`config.mk`:
```
export PLATFORM = sky130hd
export DESIGN_NAME = frame_time_window_stats_core_flat
export DESIGN_NICKNAME = d
export VERILOG_FILES = /design/src/rtl/core/ftws_pkg.sv /design/src/rtl/core/ftws_in_if.sv /design/src/rtl/core/ftws_out_if.sv /design/src/rtl/core/ftws_cfg_if.sv /design/src/rtl/core/frame_time_window_stats_core.sv /design/src/flat_wrapper.sv
export SDC_FILE = /design/constraint.sdc
export NUM_CORES = 2
export LEC_CHECK = 0
export BUFFER_PORTS_ARGS = -buffer_cell sky130_fd_sc_hd__buf_2
export CAP_MARGIN = 20
export CORE_MARGIN = 1.5
export CORE_UTILIZATION = 60
export CTS_BUF_LIST = sky130_fd_sc_hd__clkbuf_2 sky130_fd_sc_hd__clkbuf_4 sky130_fd_sc_hd__clkbuf_8
export CTS_CLUSTER_SIZE = 14
export DETAILED_ROUTE_END_ITERATION = 7
export HOLD_SLACK_MARGIN = 0.1
export PLACE_DENSITY = 0.77
export SLEW_MARGIN = 20
export SYNTH_ARGS = -nofsm -noshare
export SYNTH_HDL_FRONTEND = slang
export SYNTH_SLANG_ARGS = --single-unit
```
`constraint.sdc`:
```
create_clock -name clk -period 8.77 [get_ports clk]
set_input_delay 0.877 -clock clk [delete_from_list [all_inputs] [get_ports clk]]
set_output_delay 0.877 -clock clk [all_outputs]
set_load 0.02 [all_outputs]
```
`src/rtl/core/ftws_pkg.sv`:
```
package ftws_pkg;

	// Ring depth: frames in the averaging window
	localparam int WINDOW = 60;

	localparam int STAMP_W  = 32;
	localparam int DELTA_W  = 24;
	localparam int SUM_W    = 30;
	localparam int ACCUM_W  = 25;
	localparam int RATE_W   = 24;
	localparam int PERIOD_W = 24;
	localparam int THRESH_W = 16;
	localparam int FRAC_W   = 8;

	localparam int SLOT_W = $clog2(WINDOW);
	localparam int SCAN_W = $clog2(WINDOW + 1);

	// Rate numerator: WINDOW frames * 256 (Q8) * 1e6 us/s
	localparam logic [63:0] RATE_SCALE   = 64'd256000000;
	localparam logic [63:0] RATE_DIVIDEND = 64'(WINDOW) * RATE_SCALE;
	localparam int          DIV_W        = $clog2(RATE_DIVIDEND + 64'd1);
	localparam int          DIV_CNT_W    = $clog2(DIV_W + 1);

	localparam logic [DELTA_W-1:0] DELTA_MAX = '1;
	localparam logic [RATE_W-1:0]  RATE_MAX  = '1;

	localparam logic [PERIOD_W-1:0] PERIOD_RESET = 24'd500000;
	localparam logic [THRESH_W-1:0] THRESH_RESET = 16'd30;

	localparam int CFG_INDEX_W = 2;
	localparam int CFG_DATA_W  = 24;

	typedef enum logic [CFG_INDEX_W-1:0] {
		REG_REFRESH_PERIOD = 2'd0,
		REG_GOOD_THRESHOLD = 2'd1
	} cfg_reg_t;

endpackage

```
`src/rtl/core/ftws_in_if.sv`:
```
interface ftws_in_if;
	import ftws_pkg::*;

	logic               valid;
	logic               ready;
	logic [STAMP_W-1:0] timestamp_us;

	modport source (output valid, output timestamp_us, input ready);
	modport sink   (input valid, input timestamp_us, output ready);
endinterface

```
`src/rtl/core/ftws_out_if.sv`:
```
interface ftws_out_if;
	import ftws_pkg::*;

	logic              valid;
	logic              ready;
	logic [RATE_W-1:0] shown_rate_q8;
	logic [DELTA_W-1:0] shown_max_us;
	logic [DELTA_W-1:0] shown_min_us;
	logic              rate_good;
	logic              refreshed;

	modport source (output valid, output shown_rate_q8, output shown_max_us,
		output shown_min_us, output rate_good, output refreshed, input ready);
	modport sink   (input valid, input shown_rate_q8, input shown_max_us,
		input shown_min_us, input rate_good, input refreshed, output ready);
endinterface

```
`src/rtl/core/ftws_cfg_if.sv`:
```
interface ftws_cfg_if;
	import ftws_pkg::*;

	logic                   valid;
	logic                   ready;
	logic [CFG_INDEX_W-1:0] index;
	logic [CFG_DATA_W-1:0]  data;

	modport source (output valid, output index, output data, input ready);
	modport sink   (input valid, input index, input data, output ready);
endinterface

```
`src/rtl/core/frame_time_window_stats_core.sv`:
```
// Frame time window statistics.
// stamp : one transaction per frame carrying its free-running microsecond
//         timestamp. Ready is high only while the core is idle.
// stats : exactly one transaction per stamp transaction, carrying the latched
//         rate (Q8 frames/s), window min/max frame time, rate_good and a
//         refreshed flag that marks the frame which latched new values.
// cfg   : register writes, always ready. Index 0 is the refresh period in us,
//         index 1 the good-rate threshold in whole frames/s. Other indexes
//         are dropped. Write only while the core is idle.
// Flow: after accept the ring entry and sum are updated, then the min/max
// scan reads the delta ring's read port one entry per cycle and sets the
// time from accept to result; the 34-step rate divider runs alongside it.
// One frame is worked through at a time; the next frame is taken the cycle
// after the result is loaded.
// Result is held in an output register; if the receiver stalls, one more
// frame is taken and worked through, then the core holds in its final state
// with the input not ready until the held result leaves.
// Reset: ring valid bits cleared (unwritten entries read as zero), sums,
// accumulator and latched values zeroed, registers back to their defaults.
module frame_time_window_stats_core (
	input  logic               clk,
	input  logic               arst_n,
	ftws_in_if.sink            stamp,
	ftws_out_if.source         stats,
	ftws_cfg_if.sink           cfg
);
	import ftws_pkg::*;

	typedef enum logic [2:0] {
		ST_IDLE,
		ST_UPDATE,
		ST_SCAN,
		ST_DIV_WAIT,
		ST_FINISH
	} state_t;

	state_t state_q;

	// configuration
	logic [PERIOD_W-1:0] period_q;
	logic [THRESH_W-1:0] thresh_q;

	// frame state
	logic [STAMP_W-1:0] prev_stamp_q;
	logic               primed_q;
	logic [DELTA_W-1:0] delta_q;
	logic [SLOT_W-1:0]  slot_q;
	logic [SUM_W-1:0]   sum_q;
	logic [ACCUM_W-1:0] accum_q;
	logic [RATE_W-1:0]  lat_rate_q;
	logic [DELTA_W-1:0] lat_max_q;
	logic [DELTA_W-1:0] lat_min_q;

	// ring memory and its entry-valid bits
	logic [DELTA_W-1:0] ring_mem [WINDOW];
	logic [WINDOW-1:0]  ring_vld_q;
	logic [DELTA_W-1:0] rd_data_s1;
	logic               rd_vld_s1;
	logic               rd_en;
	logic [SLOT_W-1:0]  rd_addr;
	logic               wr_en;

	// scan
	logic [SCAN_W-1:0]  scan_idx_q;
	logic [DELTA_W-1:0] scan_min_q;
	logic [DELTA_W-1:0] scan_max_q;

	// restoring divider
	logic [SUM_W-1:0]     divisor_q;
	logic [SUM_W-1:0]     rem_q;
	logic [DIV_W-1:0]     quo_q;
	logic [DIV_CNT_W-1:0] div_cnt_q;

	// output register
	logic               out_vld_q;
	logic [RATE_W-1:0]  out_rate_q;
	logic [DELTA_W-1:0] out_max_q;
	logic [DELTA_W-1:0] out_min_q;
	logic               out_good_q;
	logic               out_refr_q;

	// combinational
	logic               stamp_fire;
	logic [STAMP_W-1:0] stamp_diff;
	logic [DELTA_W-1:0] new_delta;
	logic [DELTA_W-1:0] old_delta;
	logic [SUM_W-1:0]   sum_next;
	logic [DELTA_W-1:0] scan_val;
	logic [SUM_W:0]     div_shift;
	logic               div_take;
	logic [RATE_W-1:0]  rate_val;
	logic               refresh_hit;
	logic [RATE_W-1:0]  rate_pick;
	logic               out_free;

	assign stamp.ready = (state_q == ST_IDLE);
	assign stamp_fire  = stamp.valid && stamp.ready;
	assign cfg.ready   = 1'b1;

	assign stats.valid         = out_vld_q;
	assign stats.shown_rate_q8 = out_rate_q;
	assign stats.shown_max_us  = out_max_q;
	assign stats.shown_min_us  = out_min_q;
	assign stats.rate_good     = out_good_q;
	assign stats.refreshed     = out_refr_q;

	// Frame delta, wrap-safe, saturated to 24 bits; zero on the first frame
	assign stamp_diff = stamp.timestamp_us - prev_stamp_q;
	always_comb begin
		if (!primed_q)
			new_delta = '0;
		else if (|stamp_diff[STAMP_W-1:DELTA_W])
			new_delta = DELTA_MAX;
		else
			new_delta = stamp_diff[DELTA_W-1:0];
	end

	// Ring read port: old entry at accept, then the scan sweep
	always_comb begin
		rd_en   = 1'b0;
		rd_addr = slot_q;
		if (state_q == ST_IDLE) begin
			rd_en   = stamp_fire;
			rd_addr = slot_q;
		end else if (state_q == ST_SCAN) begin
			rd_en   = (scan_idx_q < SCAN_W'(WINDOW));
			rd_addr = scan_idx_q[SLOT_W-1:0];
		end
	end

	assign wr_en     = (state_q == ST_UPDATE);
	assign old_delta = rd_vld_s1 ? rd_data_s1 : '0;
	assign scan_val  = rd_vld_s1 ? rd_data_s1 : '0;
	// Window sum: drop the overwritten delta, add the new one (mod 2^30)
	assign sum_next  = sum_q - SUM_W'(old_delta) + SUM_W'(delta_q);

	// One quotient bit per cycle
	assign div_shift = {rem_q, quo_q[DIV_W-1]};
	assign div_take  = (div_shift >= {1'b0, divisor_q});

	always_comb begin
		if (divisor_q == '0 || |quo_q[DIV_W-1:RATE_W])
			rate_val = RATE_MAX;
		else
			rate_val = quo_q[RATE_W-1:0];
	end

	assign refresh_hit = (accum_q >= {1'b0, period_q});
	assign rate_pick   = refresh_hit ? rate_val : lat_rate_q;
	assign out_free    = !out_vld_q || stats.ready;

	// Delta ring: one write, one registered read per cycle
	always_ff @(posedge clk) begin
		if (wr_en)
			ring_mem[slot_q] <= delta_q;
		if (rd_en)
			rd_data_s1 <= ring_mem[rd_addr];
	end

	always_ff @(posedge clk or negedge arst_n) begin
		if (!arst_n) begin
			state_q      <= ST_IDLE;
			period_q     <= PERIOD_RESET;
			thresh_q     <= THRESH_RESET;
			prev_stamp_q <= '0;
			primed_q     <= 1'b0;
			delta_q      <= '0;
			slot_q       <= '0;
			sum_q        <= '0;
			accum_q      <= '0;
			lat_rate_q   <= '0;
			lat_max_q    <= '0;
			lat_min_q    <= '0;
			ring_vld_q   <= '0;
			rd_vld_s1    <= 1'b0;
			scan_idx_q   <= '0;
			scan_min_q   <= '0;
			scan_max_q   <= '0;
			divisor_q    <= '0;
			rem_q        <= '0;
			quo_q        <= '0;
			div_cnt_q    <= '0;
			out_vld_q    <= 1'b0;
			out_rate_q   <= '0;
			out_max_q    <= '0;
			out_min_q    <= '0;
			out_good_q   <= 1'b0;
			out_refr_q   <= 1'b0;
		end else begin
			if (cfg.valid && cfg.ready) begin
				unique case (cfg.index)
					REG_REFRESH_PERIOD: period_q <= cfg.data[PERIOD_W-1:0];
					REG_GOOD_THRESHOLD: thresh_q <= cfg.data[THRESH_W-1:0];
					default: ;
				endcase
			end

			if (out_vld_q && stats.ready)
				out_vld_q <= 1'b0;

			if (rd_en)
				rd_vld_s1 <= ring_vld_q[rd_addr];

			// divider runs in the background once loaded
			if (div_cnt_q != '0) begin
				div_cnt_q <= div_cnt_q - 1'b1;
				quo_q     <= {quo_q[DIV_W-2:0], div_take};
				rem_q     <= div_take ? SUM_W'(div_shift - {1'b0, divisor_q})
				                      : div_shift[SUM_W-1:0];
			end

			unique case (state_q)
				ST_IDLE: begin
					if (stamp_fire) begin
						delta_q      <= new_delta;
						prev_stamp_q <= stamp.timestamp_us;
						primed_q     <= 1'b1;
						state_q      <= ST_UPDATE;
					end
				end
				ST_UPDATE: begin
					// old entry is on the read port now
					sum_q              <= sum_next;
					ring_vld_q[slot_q] <= 1'b1;
					slot_q  <= (slot_q == SLOT_W'(WINDOW - 1)) ? '0 : slot_q + 1'b1;
					accum_q <= accum_q + ACCUM_W'(delta_q);
					// load divider with the new sum
					divisor_q  <= sum_next;
					rem_q      <= '0;
					quo_q      <= RATE_DIVIDEND[DIV_W-1:0];
					div_cnt_q  <= DIV_CNT_W'(DIV_W);
					scan_idx_q <= '0;
					state_q    <= ST_SCAN;
				end
				ST_SCAN: begin
					// read issued at idx, data consumed in the next cycle
					if (scan_idx_q != '0) begin
						if (scan_idx_q == SCAN_W'(1)) begin
							scan_min_q <= scan_val;
							scan_max_q <= scan_val;
						end else begin
							if (scan_val < scan_min_q)
								scan_min_q <= scan_val;
							if (scan_val > scan_max_q)
								scan_max_q <= scan_val;
						end
					end
					if (scan_idx_q == SCAN_W'(WINDOW))
						state_q <= ST_DIV_WAIT;
					else
						scan_idx_q <= scan_idx_q + 1'b1;
				end
				ST_DIV_WAIT: begin
					if (div_cnt_q == '0)
						state_q <= ST_FINISH;
				end
				ST_FINISH: begin
					if (out_free) begin
						if (refresh_hit) begin
							accum_q    <= '0;
							lat_rate_q <= rate_val;
							lat_max_q  <= scan_max_q;
							lat_min_q  <= scan_min_q;
							out_max_q  <= scan_max_q;
							out_min_q  <= scan_min_q;
						end else begin
							out_max_q <= lat_max_q;
							out_min_q <= lat_min_q;
						end
						out_rate_q <= rate_pick;
						out_good_q <= (rate_pick >= {thresh_q, {FRAC_W{1'b0}}});
						out_refr_q <= refresh_hit;
						out_vld_q  <= 1'b1;
						state_q    <= ST_IDLE;
					end
				end
				default: state_q <= ST_IDLE;
			endcase
		end
	end

endmodule
```
`src/flat_wrapper.sv`:
```
// flat-port wrapper written by rule: the top's interface ports become plain ports
module frame_time_window_stats_core_flat import ftws_pkg::*;
  (clk, arst_n, stamp_valid, stamp_timestamp_us, stamp_ready, stats_valid, stats_shown_rate_q8, stats_shown_max_us, stats_shown_min_us, stats_rate_good, stats_refreshed, stats_ready, cfg_valid, cfg_index, cfg_data, cfg_ready);
  ftws_in_if stamp_i ();
  ftws_out_if stats_i ();
  ftws_cfg_if cfg_i ();
  input  logic clk;
  input  logic arst_n;
  input wire logic [$bits(stamp_i.valid)-1:0] stamp_valid;
  input wire logic [$bits(stamp_i.timestamp_us)-1:0] stamp_timestamp_us;
  output wire logic [$bits(stamp_i.ready)-1:0] stamp_ready;
  output wire logic [$bits(stats_i.valid)-1:0] stats_valid;
  output wire logic [$bits(stats_i.shown_rate_q8)-1:0] stats_shown_rate_q8;
  output wire logic [$bits(stats_i.shown_max_us)-1:0] stats_shown_max_us;
  output wire logic [$bits(stats_i.shown_min_us)-1:0] stats_shown_min_us;
  output wire logic [$bits(stats_i.rate_good)-1:0] stats_rate_good;
  output wire logic [$bits(stats_i.refreshed)-1:0] stats_refreshed;
  input wire logic [$bits(stats_i.ready)-1:0] stats_ready;
  input wire logic [$bits(cfg_i.valid)-1:0] cfg_valid;
  input wire logic [$bits(cfg_i.index)-1:0] cfg_index;
  input wire logic [$bits(cfg_i.data)-1:0] cfg_data;
  output wire logic [$bits(cfg_i.ready)-1:0] cfg_ready;
  assign stamp_i.valid = stamp_valid;
  assign stamp_i.timestamp_us = stamp_timestamp_us;
  assign stamp_ready = stamp_i.ready;
  assign stats_valid = stats_i.valid;
  assign stats_shown_rate_q8 = stats_i.shown_rate_q8;
  assign stats_shown_max_us = stats_i.shown_max_us;
  assign stats_shown_min_us = stats_i.shown_min_us;
  assign stats_rate_good = stats_i.rate_good;
  assign stats_refreshed = stats_i.refreshed;
  assign stats_i.ready = stats_ready;
  assign cfg_i.valid = cfg_valid;
  assign cfg_i.index = cfg_index;
  assign cfg_i.data = cfg_data;
  assign cfg_ready = cfg_i.ready;
  frame_time_window_stats_core u_core (.clk(clk), .arst_n(arst_n), .stamp(stamp_i), .stats(stats_i), .cfg(cfg_i));
endmodule
```
==> flow_metrics.tcl <==
set metrics [dict create \
    status "complete, no violations" \
    row_count 137 \
    setup_violations 0 \
    maxSlewViolCount 0 \
    synth_top_area_share_pct 52.22 \
    final_cell_area_um2 93610 \
    power.switching_uw 14580 \
    antenna_found_initial 16 \
    synthTopCellsByCount "nand2_1 (1763), edfxtp_1 (1464), nand3_1 (468)" \
    p_comb_share_pct 44.4 \
    syn_area_um2 84190 \
    drt.antenna.violating_nets 0 \
    period_needed_ns 5.503 \
    viasPerCell 6.232 \
    grt_pass1_wl_um 339600 \
    grt-ovfl-total 0 \
    vias 58955 \
    drtIter0Drc 7579 \
    ys_seq_area_share_pct 64.75 \
    yosys.cell_count.top_type "nand2_1" \
    nNetsFinal 7651 \
    crit_buf_inv 1 \
    grtUsageMet1_pct 42.77 \
    setup_tns_ns 0 \
    dieArea_um2 142600 \
    clk_latency_ns 1.05 \
    grt_pass1_vias 56651 \
    grt_busiest_layer "met2" \
    min_period_over_period_pct 62.75 \
    switching_share_pct 40.53 \
    area_growth_pct 11.19 \
    ys_ff_latch 1885 \
    finalHoldViolations 0 \
    critPathArrivalTime_ns 6.39 \
    yosys.area.top_type "edfxtp_1" \
    synth_area_per_cell_um2 11.79 \
    async_flop_share_pct 22.33 \
    drt_drc_violations_left 0 \
    rsz0062_at_grt "false" \
    clock-sinks 1885 \
    die_h_um 377.6 \
    drive_gt1_share_pct 14.83 \
    place_congestion 0.9276 \
    clk_pin_slew_ns 0.07 \
    fin_util_pct 67.17 \
    use_met3_pct 5.641 \
    hold_path.class "in -> reg" \
    postCtsSetupBuffers 0 \
    cts_tree "done" \
    synth_edf_count 1464 \
    syn-instance-count 7140 \
    cp_slowest_cell "buf_4" \
    clkPwrFrac_pct 21.8 \
    whs_ns 0.1538 \
    grt_usage_pct 31.56 \
    ys.flop_type "edfxtp_1" \
    end_kind "flop" \
    peakVddDrop_mv 0.3960 \
    max-slew-margin-rel_pct 13.97 \
    critical_path.max_fanout 93 \
    portBuffers 138 \
    cap_violations 0 \
    critPathMaxStageDelay_ns 0.91 \
    cts_htree_levels 5 \
    met2_usage_pct 48.89 \
    wl_um 226600 \
    grt_max_degree 181 \
    dp_hpwl_um 127800 \
    finClkSkew_ns 0.07793 \
    yosys.cell_types.count 89 \
    start_kind "flop" \
    worst_slew_pin_slew_ns 1.283 \
    cellPowerDensity_nw_per_um2 384.3 \
    cp_top_family "compound AO/OA/AOI/OAI gates" \
    synth_area_leaders "edfxtp_1 (52%), dfrtp_1 (12%), nand2_1 (7.9%)" \
    dr.pass1.iters 6 \
    yosys_warnings 0 \
    worstSetupPathType "reg -> reg" \
    total_power_uw 35980 \
    syn-num-nets 7441 \
    core_area_um2 139400 \
    cts_buffers 317 \
    cts_root_buffer "clkbuf_8" \
    placed_area_um2 86740 \
    internal_power_uw 21400 \
    crit_chain "nor3b_4 -> mux2_8 -> buf_4 -> nand2_1 -> and3_1 -> a311oi_1 -> a31oi_1 -> a211oi_1 -> a211oi_1 -> a31oi_1" \
    pin_count 140 \
    fmax_mhz 181.7 \
    fp.dieW_um 377.6 \
    start_util_pct 60.41 \
    wl_per_cell_um 23.95 \
    p_seq_share_pct 33.8 \
    clk_path_buf_depth 4 \
    required_ns 9.65 \
    p_leak_uw 0.03647 \
]
## layout by cell type, fill, tap and decap left out, types with 24 or more instances in the layout
cell type	n
nand2_1	1762
edfxtp_1	1464
nand3_1	468
dfrtp_1	386
clkbuf_8	350
inv_1	264
a311oi_1	251
o21ai_0	212
ha_1	211
and3_1	194
a21oi_1	171
a31oi_1	151
buf_2	137
buf_4	123
mux2_2	120
nor2_1	119
clkbuf_4	109
a21o_1	88
a211oi_1	66
or2_2	64
nor2_2	57
xnor2_1	56
a211o_1	54
dlygate4sd3_1	51
clkinv_1	47
xor2_1	37
nand2b_1	35
nor3_1	32
clkinv_2	30
and2_1	28
o22ai_1	28
nand4_1	27
fa_1	27
nor2b_1	24
o211ai_1	24
dfrtp_2	24
## cell families after synthesis
family	Yosys count	share of synthesized area, %
adders and majority gates	238	3.778
buffers and inverters	697	3.503
AOI/OAI and AO/OA	1180	9.700
other	1	0.004454
DFF	1885	64.75
and+or+nand+nor	2877	14.96
xor gates and xnor gates	93	0.9675
muxes	169	2.345
## per-layer routing
layer  up-vias  wire [µm]
met5         -         45
met4         8      11660
met3       575      24260
met2      3352     104100
met1     28705      86580
li1      26315          -
## state kept, by name, indices dropped and copies added (netlist names), 3 cells and up
name	count
u_core.slot_q	6
u_core.period_q	24
u_core.ring_vld_q	60
u_core.lat_max_q	24
u_core.scan_min_q	24
u_core.delta_q	24
u_core.quo_q	34
u_core.accum_q	25
u_core.state_q	3
u_core.div_cnt_q	6
u_core.rem_q	30
u_core.stats.shown_min_us	24
u_core.prev_stamp_q	32
u_core.lat_rate_q	24
u_core.thresh_q	16
u_core.divisor_q	30
u_core.rd_data_s1	24
u_core.scan_max_q	24
u_core.scan_idx_q	6
u_core.ring_mem	1440
## area by class of cell
cell class / count / area, µm²
diodes: 4 / 10.01
clock buffers: 459 / 5635
clock inverters: 90 / 649.4
fillers: 9833 / 45750
inverters: 264 / 991.0
multi-input cells: 4558 / 27050
flip-flops and latches: 1885 / 54540
well taps: 1876 / 2347
repair buffers: 324 / 2390
## power groups by stage
stage	logic [µW]	clock network, µW	registers, µW
2_1_floorplan	10800	0	12500
3_5_place_dp	15600	0	12300
3_3_place_gp	15200	0	12300
5_1_grt	17500	8260	12200
4_1_cts	15700	7910	12100
6_report	16000	7830	12200
## stage by stage
step	cells	setup WS, ns
detailed placement	8853	3.304
finish	9460	3.267
global route	9459	2.898
floorplan	7140	4.859
CTS	9453	3.275
global placement	8853	3.419
## worst paths after layout
path | endpoint | depth (start not counted) | slack [ns] | start
setup reg to reg | u_core.rd_data_s1[0] | 10 | 3.27 | u_core.state_q[0]
max in group asynchronous | u_core.ring_vld_q[49] | 3 | 6.68 | arst_n
setup / recovery | u_core.rd_data_s1[0] | 10 | 3.27 | u_core.state_q[0]
min in group asynchronous | u_core.prev_stamp_q[8] | 2 | 0.55 | arst_n
hold / removal | u_core.prev_stamp_q[23] | 3 | 0.15 | stamp_timestamp_us[23]
hold reg to reg | u_core.ring_vld_q[50] | 1 | 0.46 | u_core.ring_vld_q[50]
## worst min-delay path, cell delays in order
cell	delay [ns]
buf_2	0.10
nand2_1	0.04
o21ai_0	0.06
## timing repair
| item | 4_1_cts | 5_1_grt |
|---|---|---|
| hold buffers | 51 | 0 |
| endpoints found under the hold margin | 164 | 0 |
| gates resized for setup | 0 | 0 |
Power figures use the tool's default switching activity.
